[src/rtl/mvrm_pkg.sv]
// Shared types, constants and defaults for the multi-voice resampling mixer.
`timescale 1ns / 1ps
package mvrm_pkg;

	localparam int DEF_VOICES      = 16;
	localparam int DEF_FIFO_FRAMES = 4096;
	localparam int DEF_OUTPUT_RATE = 44100;

	localparam int SAMPLE_W = 16;
	localparam int RATE_W   = 17;
	localparam int GAIN_W   = 17;
	localparam int STEP_W   = 18;
	localparam int FRAC_W   = 16;
	// Dividend of the step division: rate shifted left by the fraction width
	localparam int NUM_W    = RATE_W + FRAC_W;

	localparam logic [STEP_W-1:0] STEP_MAX     = 18'h3FFFF;
	localparam logic [STEP_W-1:0] STEP_UNITY   = 18'd65536;
	localparam logic [GAIN_W-1:0] GAIN_UNITY   = 17'd65536;
	localparam logic [RATE_W-1:0] RATE_DEFAULT = 17'd44100;
	localparam logic [FRAC_W-1:0] FRAC_MASK    = 16'hFFFF;
	localparam logic signed [SAMPLE_W-1:0] SAMPLE_MAX = 16'sh7FFF;
	localparam logic signed [SAMPLE_W-1:0] SAMPLE_MIN = 16'sh8000;

	typedef enum logic [2:0] {
		OP_PUSH   = 3'd0,
		OP_FORMAT = 3'd1,
		OP_GAIN   = 3'd2,
		OP_PLAY   = 3'd3,
		OP_CLEAR  = 3'd4,
		OP_TICK   = 3'd5
	} op_t;

	typedef struct packed {
		op_t                        op;
		logic [3:0]                 voice;
		logic signed [SAMPLE_W-1:0] left;
		logic signed [SAMPLE_W-1:0] right;
		logic [RATE_W-1:0]          rate;
		logic                       mono;
		logic [GAIN_W-1:0]          gain;
		logic                       playing;
	} cmd_t;

	typedef enum logic [2:0] {
		ST_IDLE,
		ST_DIV,
		ST_VSEL,
		ST_RDNX,
		ST_MUL1,
		ST_MUL2,
		ST_ACC,
		ST_OUT
	} state_t;

endpackage

[src/rtl/mvrm_front.sv]
// Front end: accepts input items, drops items with an unknown operation or an out-of-range voice, and queues commands.
`timescale 1ns / 1ps
module mvrm_front #(
	parameter int VOICES = 16
) (
	input  logic                        clk,
	input  logic                        arst_n,
	input  logic                        in_valid,
	output logic                        in_ready,
	input  logic [2:0]                  operation,
	input  logic [3:0]                  voice,
	input  logic signed [15:0]          left_in,
	input  logic signed [15:0]          right_in,
	input  logic [16:0]                 source_rate,
	input  logic                        mono,
	input  logic [16:0]                 gain,
	input  logic                        playing,
	output logic                        deq_valid,
	input  logic                        deq_ready,
	output mvrm_pkg::cmd_t              deq_cmd
);
	import mvrm_pkg::*;

	cmd_t       mem_q [2];
	logic       wptr_q;
	logic       rptr_q;
	logic [1:0] cnt_q;
	logic       keep;
	logic       push_en;
	logic       pop_en;
	cmd_t       cmd;

	// Classify: keep ticks and in-range voice commands
	always_comb begin
		cmd.op      = op_t'(operation);
		cmd.voice   = voice;
		cmd.left    = left_in;
		cmd.right   = right_in;
		cmd.rate    = source_rate;
		cmd.mono    = mono;
		cmd.gain    = gain;
		cmd.playing = playing;
		unique case (operation)
			OP_TICK: keep = 1'b1;
			OP_PUSH, OP_FORMAT, OP_GAIN, OP_PLAY, OP_CLEAR:
				keep = ({3'b000, voice} < 7'(VOICES));
			default: keep = 1'b0;
		endcase
	end

	assign in_ready  = (cnt_q != 2'd2);
	assign push_en   = in_valid && in_ready && keep;
	assign deq_valid = (cnt_q != 2'd0);
	assign pop_en    = deq_valid && deq_ready;
	assign deq_cmd   = mem_q[rptr_q];

	// Advance queue pointers and fill count
	always_ff @(posedge clk or negedge arst_n) begin
		if (!arst_n) begin
			wptr_q <= 1'b0;
			rptr_q <= 1'b0;
			cnt_q  <= 2'd0;
		end else begin
			if (push_en) begin
				wptr_q <= ~wptr_q;
			end
			if (pop_en) begin
				rptr_q <= ~rptr_q;
			end
			cnt_q <= cnt_q + {1'b0, push_en} - {1'b0, pop_en};
		end
	end

	// Store queued command
	always_ff @(posedge clk) begin
		if (push_en) begin
			mem_q[wptr_q] <= cmd;
		end
	end

endmodule

[config.mk]
export PLATFORM = sky130hd
export DESIGN_NAME = mvrm_front
export DESIGN_NICKNAME = d
export VERILOG_FILES = /design/src/rtl/mvrm_pkg.sv /design/src/rtl/mvrm_front.sv
export SDC_FILE = /design/constraint.sdc
export NUM_CORES = 1
export LEC_CHECK = 0
export CORE_MARGIN = 5
export CORE_UTILIZATION = 50
export DETAILED_ROUTE_END_ITERATION = 6
export DONT_BUFFER_PORTS = 1
export PLACE_DENSITY = 0.68
export SYNTH_ARGS = -nofsm -noshare
export SYNTH_HDL_FRONTEND = slang
export SYNTH_SLANG_ARGS = --single-unit
[constraint.sdc]
create_clock -name clk -period 4.3 [get_ports clk]
set_input_delay 0.86 -clock clk [delete_from_list [all_inputs] [get_ports clk]]
set_output_delay 0.86 -clock clk [all_outputs]
set_load 0.01 [all_outputs]
* Word level (Yosys, flattened, before mapping)
Memories as Yosys holds them, arrays and structs flattened.
Cells that the tools add are included.
** Word-level totals
- Output and inout port bits :: 77
- Register bits after elaboration :: 4
- Memories kept :: 1
- ROM bits :: 0
- Memory bits (writable) :: 150
- Logic and storage cells :: 23
- Input bits :: 79
- Bits in latches :: 0
** Memory list
- mem_q :: words 2, width 75, rd ports 1, clocked after memory_dff 0, write ports 1, line mvrm_front.sv:24 : cmd_t mem_q [2];
** Cells by class
- Shift-type cells :: 0
- $add $sub $neg :: 2
- Equality and inequality tests :: 6
- Multiply operators :: 0
- Bitwise gates (word level) :: 2
- Mux-type cells :: 3
- Div/mod/pow operators :: 0
- Order comparisons :: 0
- Reduce and logical (&&, ||, !) cells :: 6
** Operators by type and width (number)
- equality test 3 x 2 -> 1 bit (second input constant) :: 2
- equality test 3 bit (second input constant) :: 2
- OR reduction 6 bit :: 1
- equality test 3 x 1 -> 1 bit (second input constant) :: 1
- logical AND 1 bit :: 3
- zero test 3 bit :: 1
- two-way mux 1 bit :: 3
- adder 2 x 1 -> 2 bit :: 1
- inequality test 2 bit (second input constant) :: 1
- NOT 1 bit :: 2
- nonzero test 2 bit :: 1
- subtractor 2 x 1 -> 2 bit :: 1

* Logic depth before layout (Yosys ltp)
- Depth after elaboration :: 6
- Depth in mapped cells :: 7

* Least setup slack after synthesis
No wires, ideal clock.
- Kind :: input to register
- Start point :: input operation[1]
- End point :: memory mem_q[0][0] (netlist bit), enable pin
- Setup slack :: -0.422 ns
- Data required time :: 3.791 ns
- Stages on the path :: 3
- Path buffers :: 0
- Data arrival time :: 4.213 ns
- Library setup time :: 0.509 ns
- Path through :: nand2_1 -> nand3_1 -> nor2_1
** On the way
- Cells in the longest elaborated chain, start to end :: 6
** Ends and longest elaborated chain
- start: declaration :: line mvrm_front.sv:10 : input logic [2:0] operation,
- equality test 3 x 1 -> 1 bit (tied with other cells) :: line mvrm_front.sv:43 : unique case (operation)
- OR reduction 6 bit (no line) *
- two-way mux 1 bit * :: line mvrm_front.sv:43
- logical AND 1 bit * :: line mvrm_front.sv:52 : assign push_en = in_valid && in_ready && keep;
- two-way mux 1 bit * :: line mvrm_front.sv:76 : if (push_en) begin
- two-way mux 1 bit (implied by the code) * :: line mvrm_front.sv:77 : mem_q[wptr_q] <= cmd;
- end: declaration :: line mvrm_front.sv:24
Mark *: on every way between the ends. The rest lies on a longest branch, timed or not.

==> results.py <==
metrics = {
    "status": {
        "status": "complete, no violations",
    },
    "sta": {
        "fmax_mhz": 325,
        "fin_ws_ns": 1.23,
        "setup_viol_count_final": 0,
        "tightest_slew_ns": 1.02,
        "min_period_ns": 3.07,
        "slew-limit-headroom_pct": 32.1,
        "finalHoldViolCount": 0,
        "rsz0062_at_grt": "no",
        "finClkSkew_ns": 0.00546,
        "drv_slew": 0,
        "finalCritPeriodShare_pct": 71.5,
    },
    "drt": {
        "ant_nets": 0,
        "vias_per_cell": 5.40,
        "wire_per_inst_um": 21.7,
        "totalWireLength_mm": 9.22,
        "dr.pass1.iters": 4,
        "drc": 0,
        "dr.first_iter.drc_count": 129,
        "vias": 2294,
    },
    "setup_path": {
        "path_cells": "buf_4, mux2_4",
        "r2r-end": "mem_q[0][57]$_DFFE_PP_",
        "r2r-start": "cnt_q[1]$_DFF_PN0_",
        "r2r_setup_slack_ns": 2.33,
        "worst_setup_path_end_kind": "primary output",
        "crit_fanout": 63,
        "critPathRequiredTime_ns": 3.44,
        "crit_arrival_ns": 2.21,
        "max_stage_delay_ns": 1.07,
        "critPathKind": "reg2out",
        "cp-start-kind": "register",
        "rr_worst_depth": 4,
        "crit_slowest_cell": "dfrtp_4",
    },
    "synth": {
        "syn_area_per_cell_um2": 22.9,
        "synth.most_common_cell": "edfxtp_1",
        "ys_ff_latch": 154,
        "synthesis.nets": 333,
        "synth.top_cells.by_area": "edfxtp_1 (78%), mux2_4 (10%), mux2_2 (6.8%)",
        "synth_commonest_cells": "edfxtp_1 (150), mux2_4 (40), mux2_2 (35), buf_6 (4), dfrtp_1 (4)",
        "yosysTopAreaCell": "edfxtp_1",
        "synth_cell_types": 17,
        "synth_cells": 252,
        "ys.warnings.count": 0,
        "yosysTopAreaCellShare_pct": 78.0,
        "synth_flop_cell": "edfxtp_1",
        "yosysSeqAreaShare_pct": 79.8,
        "synth-edff-count": 150,
        "synth-async-reset-ratio_pct": 2.60,
        "syn_area_mm2": 0.00577,
    },
    "clock_tree": {
        "h-tree-depth": 4,
        "ctsResizeCount": 0,
        "path_clk_slew_ns": 0.06,
        "cts_hold_buf": 0,
        "cts_buffer_depth": 2,
        "numCtsBuffers": 17,
        "clkLatencyLatePin_ns": 0.40,
        "clock_sinks": 154,
        "cts_tree": "built",
        "clockRootBuffer": "clkbuf_16",
        "postCtsSetupRepairBufs": 0,
    },
    "place": {
        "dp_hpwl_mm": 6.13,
        "placed_cells": 393,
        "pre_cts_ws_ns": 1.64,
        "placed_cell_area_mm2": 0.00595,
        "io_buffers": 0,
        "gp_congestion": 0.672,
    },
    "die": {
        "die_h_um": 117,
        "die_w_um": 117,
        "num_rows": 39,
        "start_util_pct": 50.8,
        "dieArea_mm2": 0.0138,
        "core_region_area_mm2": 0.0114,
        "io_pins": 156,
    },
    "grt": {
        "grt_pass1_vias": 2494,
        "antenna_found_initial": 0,
        "met1_usage_pct": 15.6,
        "grt_use_met3_pct": 9.62,
        "grt_max_degree": 64,
        "gr-usage-met2_pct": 19.7,
        "grt.overflow.total": 0,
        "busiest_layer": "met2",
        "grt_pass1_wl_mm": 14.2,
        "grt.total_usage_pct": 13.5,
    },
    "final_layout": {
        "nets": 350,
        "final_layout_size_suffix_gt1_share_pct": 40.4,
        "fin_area_mm2": 0.00651,
        "nFillCells": 850,
        "final_core_util_pct": 57.2,
        "insertedDiodeCount": 0,
        "final_cells": 425,
        "area_growth_pct": 12.7,
    },
    "power_and_ir_drop": {
        "p_total_w": 0.00455,
        "irDropWorstVdd_mv": 0.355,
        "powerDensity_mw_per_mm2": 699,
        "p_leak_nw": 2.25,
    },
    "min_path": {
        "hold_class": "in2async",
    },
    "job": {
        "cap_violations": 0,
    },
}
## report_power, final
group	switching (W)	internal [W]	total, W	leakage [nW]
logic	0.000499	0.000491	0.000990	0.552
registers	0.000202	0.00197	0.00217	1.43
clock network	0.000541	0.000848	0.00139	0.268
total	0.00124	0.00331	0.00455	2.25
## through the flow
| stage | TNS (ns) | hold slack [ns] |
|---|---|---|
| 3_3_place_gp | 0 | 0.484 |
| 4_1_cts | 0 | 0.129 |
| 2_1_floorplan | -63.28 | 0.460 |
| 3_5_place_dp | 0 | 0.496 |
| 6_report | 0 | 0.151 |
| 5_1_grt | 0 | 0.115 |
## state kept, by name, summed over array words and instances, names as in the netlist
| register | count |
|---|---|
| mem_q | 150 |
| cnt_q | 2 |
| rptr_q | 1 |
| wptr_q | 1 |
## worst max-delay path: cells and delay by family (launching register included)
family,cells,cell delay (ns)
flops,1,1.07
mux,1,0.33
buf+inv,1,0.34
## cell usage in the layout (no fill, tap or decap), drive strengths merged
master	instances
bufinv	2
nand2	1
xor2	1
nor2	2
clkbuf	19
inv	3
clkinv	7
nand2b	1
mux2	75
edfxtp	150
buf	6
dfrtp	4
ha	2
or2	1
nand3	1
clkinvlp	3
xnor2	3
and2	1
## worst max-delay path by stage
stage,startpoint,endpoint,slack [ns],depth (start not counted)
2_1_floorplan,operation[1],mem_q[0][0]$_DFFE_PP_,-0.42,3
3_3_place_gp,rptr_q$_DFFE_PN0P_,deq_cmd[64],1.65,2
3_5_place_dp,rptr_q$_DFFE_PN0P_,deq_cmd[64],1.64,2
4_1_cts,rptr_q$_DFFE_PN0P_,deq_cmd[64],1.20,2
5_1_grt,rptr_q$_DFFE_PN0P_,deq_cmd[64],1.12,2
6_report,rptr_q$_DFFE_PN0P_,deq_cmd[64],1.23,2
## routing by layer
| metal | routed length [um] | vias to the layer above | part of all wire (%) |
|---|---|---|---|
| met2 | 4260 | 115 | 46 |
| met3 | 1210 | 10 | 13 |
| met1 | 3650 | 1140 | 40 |
| li1 | - | 1029 | - |
| met5 | 0 | - | 0 |
| met4 | 109 | 0 | 1.2 |
## cell type report
cell class	count	area (um^2)	share of cell area, %
multi-input cells	88	1110	17.0
repair buffers	6	45.0	0.692
flip-flops and latches	154	4610	70.8
inverters	2	7.51	0.115
well taps	143	179	2.75
clock inverters	13	128	1.96
clock buffers	19	433	6.65
## cells by family after synthesis
| logic type | Yosys count | synth area share, % |
|---|---|---|
| and+or+nand+nor | 7 | 0.650 |
| buffers and inverters | 10 | 1.30 |
| muxes | 75 | 17.2 |
| xor gates and xnor gates | 4 | 0.607 |
| adders and majority gates | 2 | 0.433 |
| DFF | 154 | 79.8 |
Power figures use the tool's default switching activity.
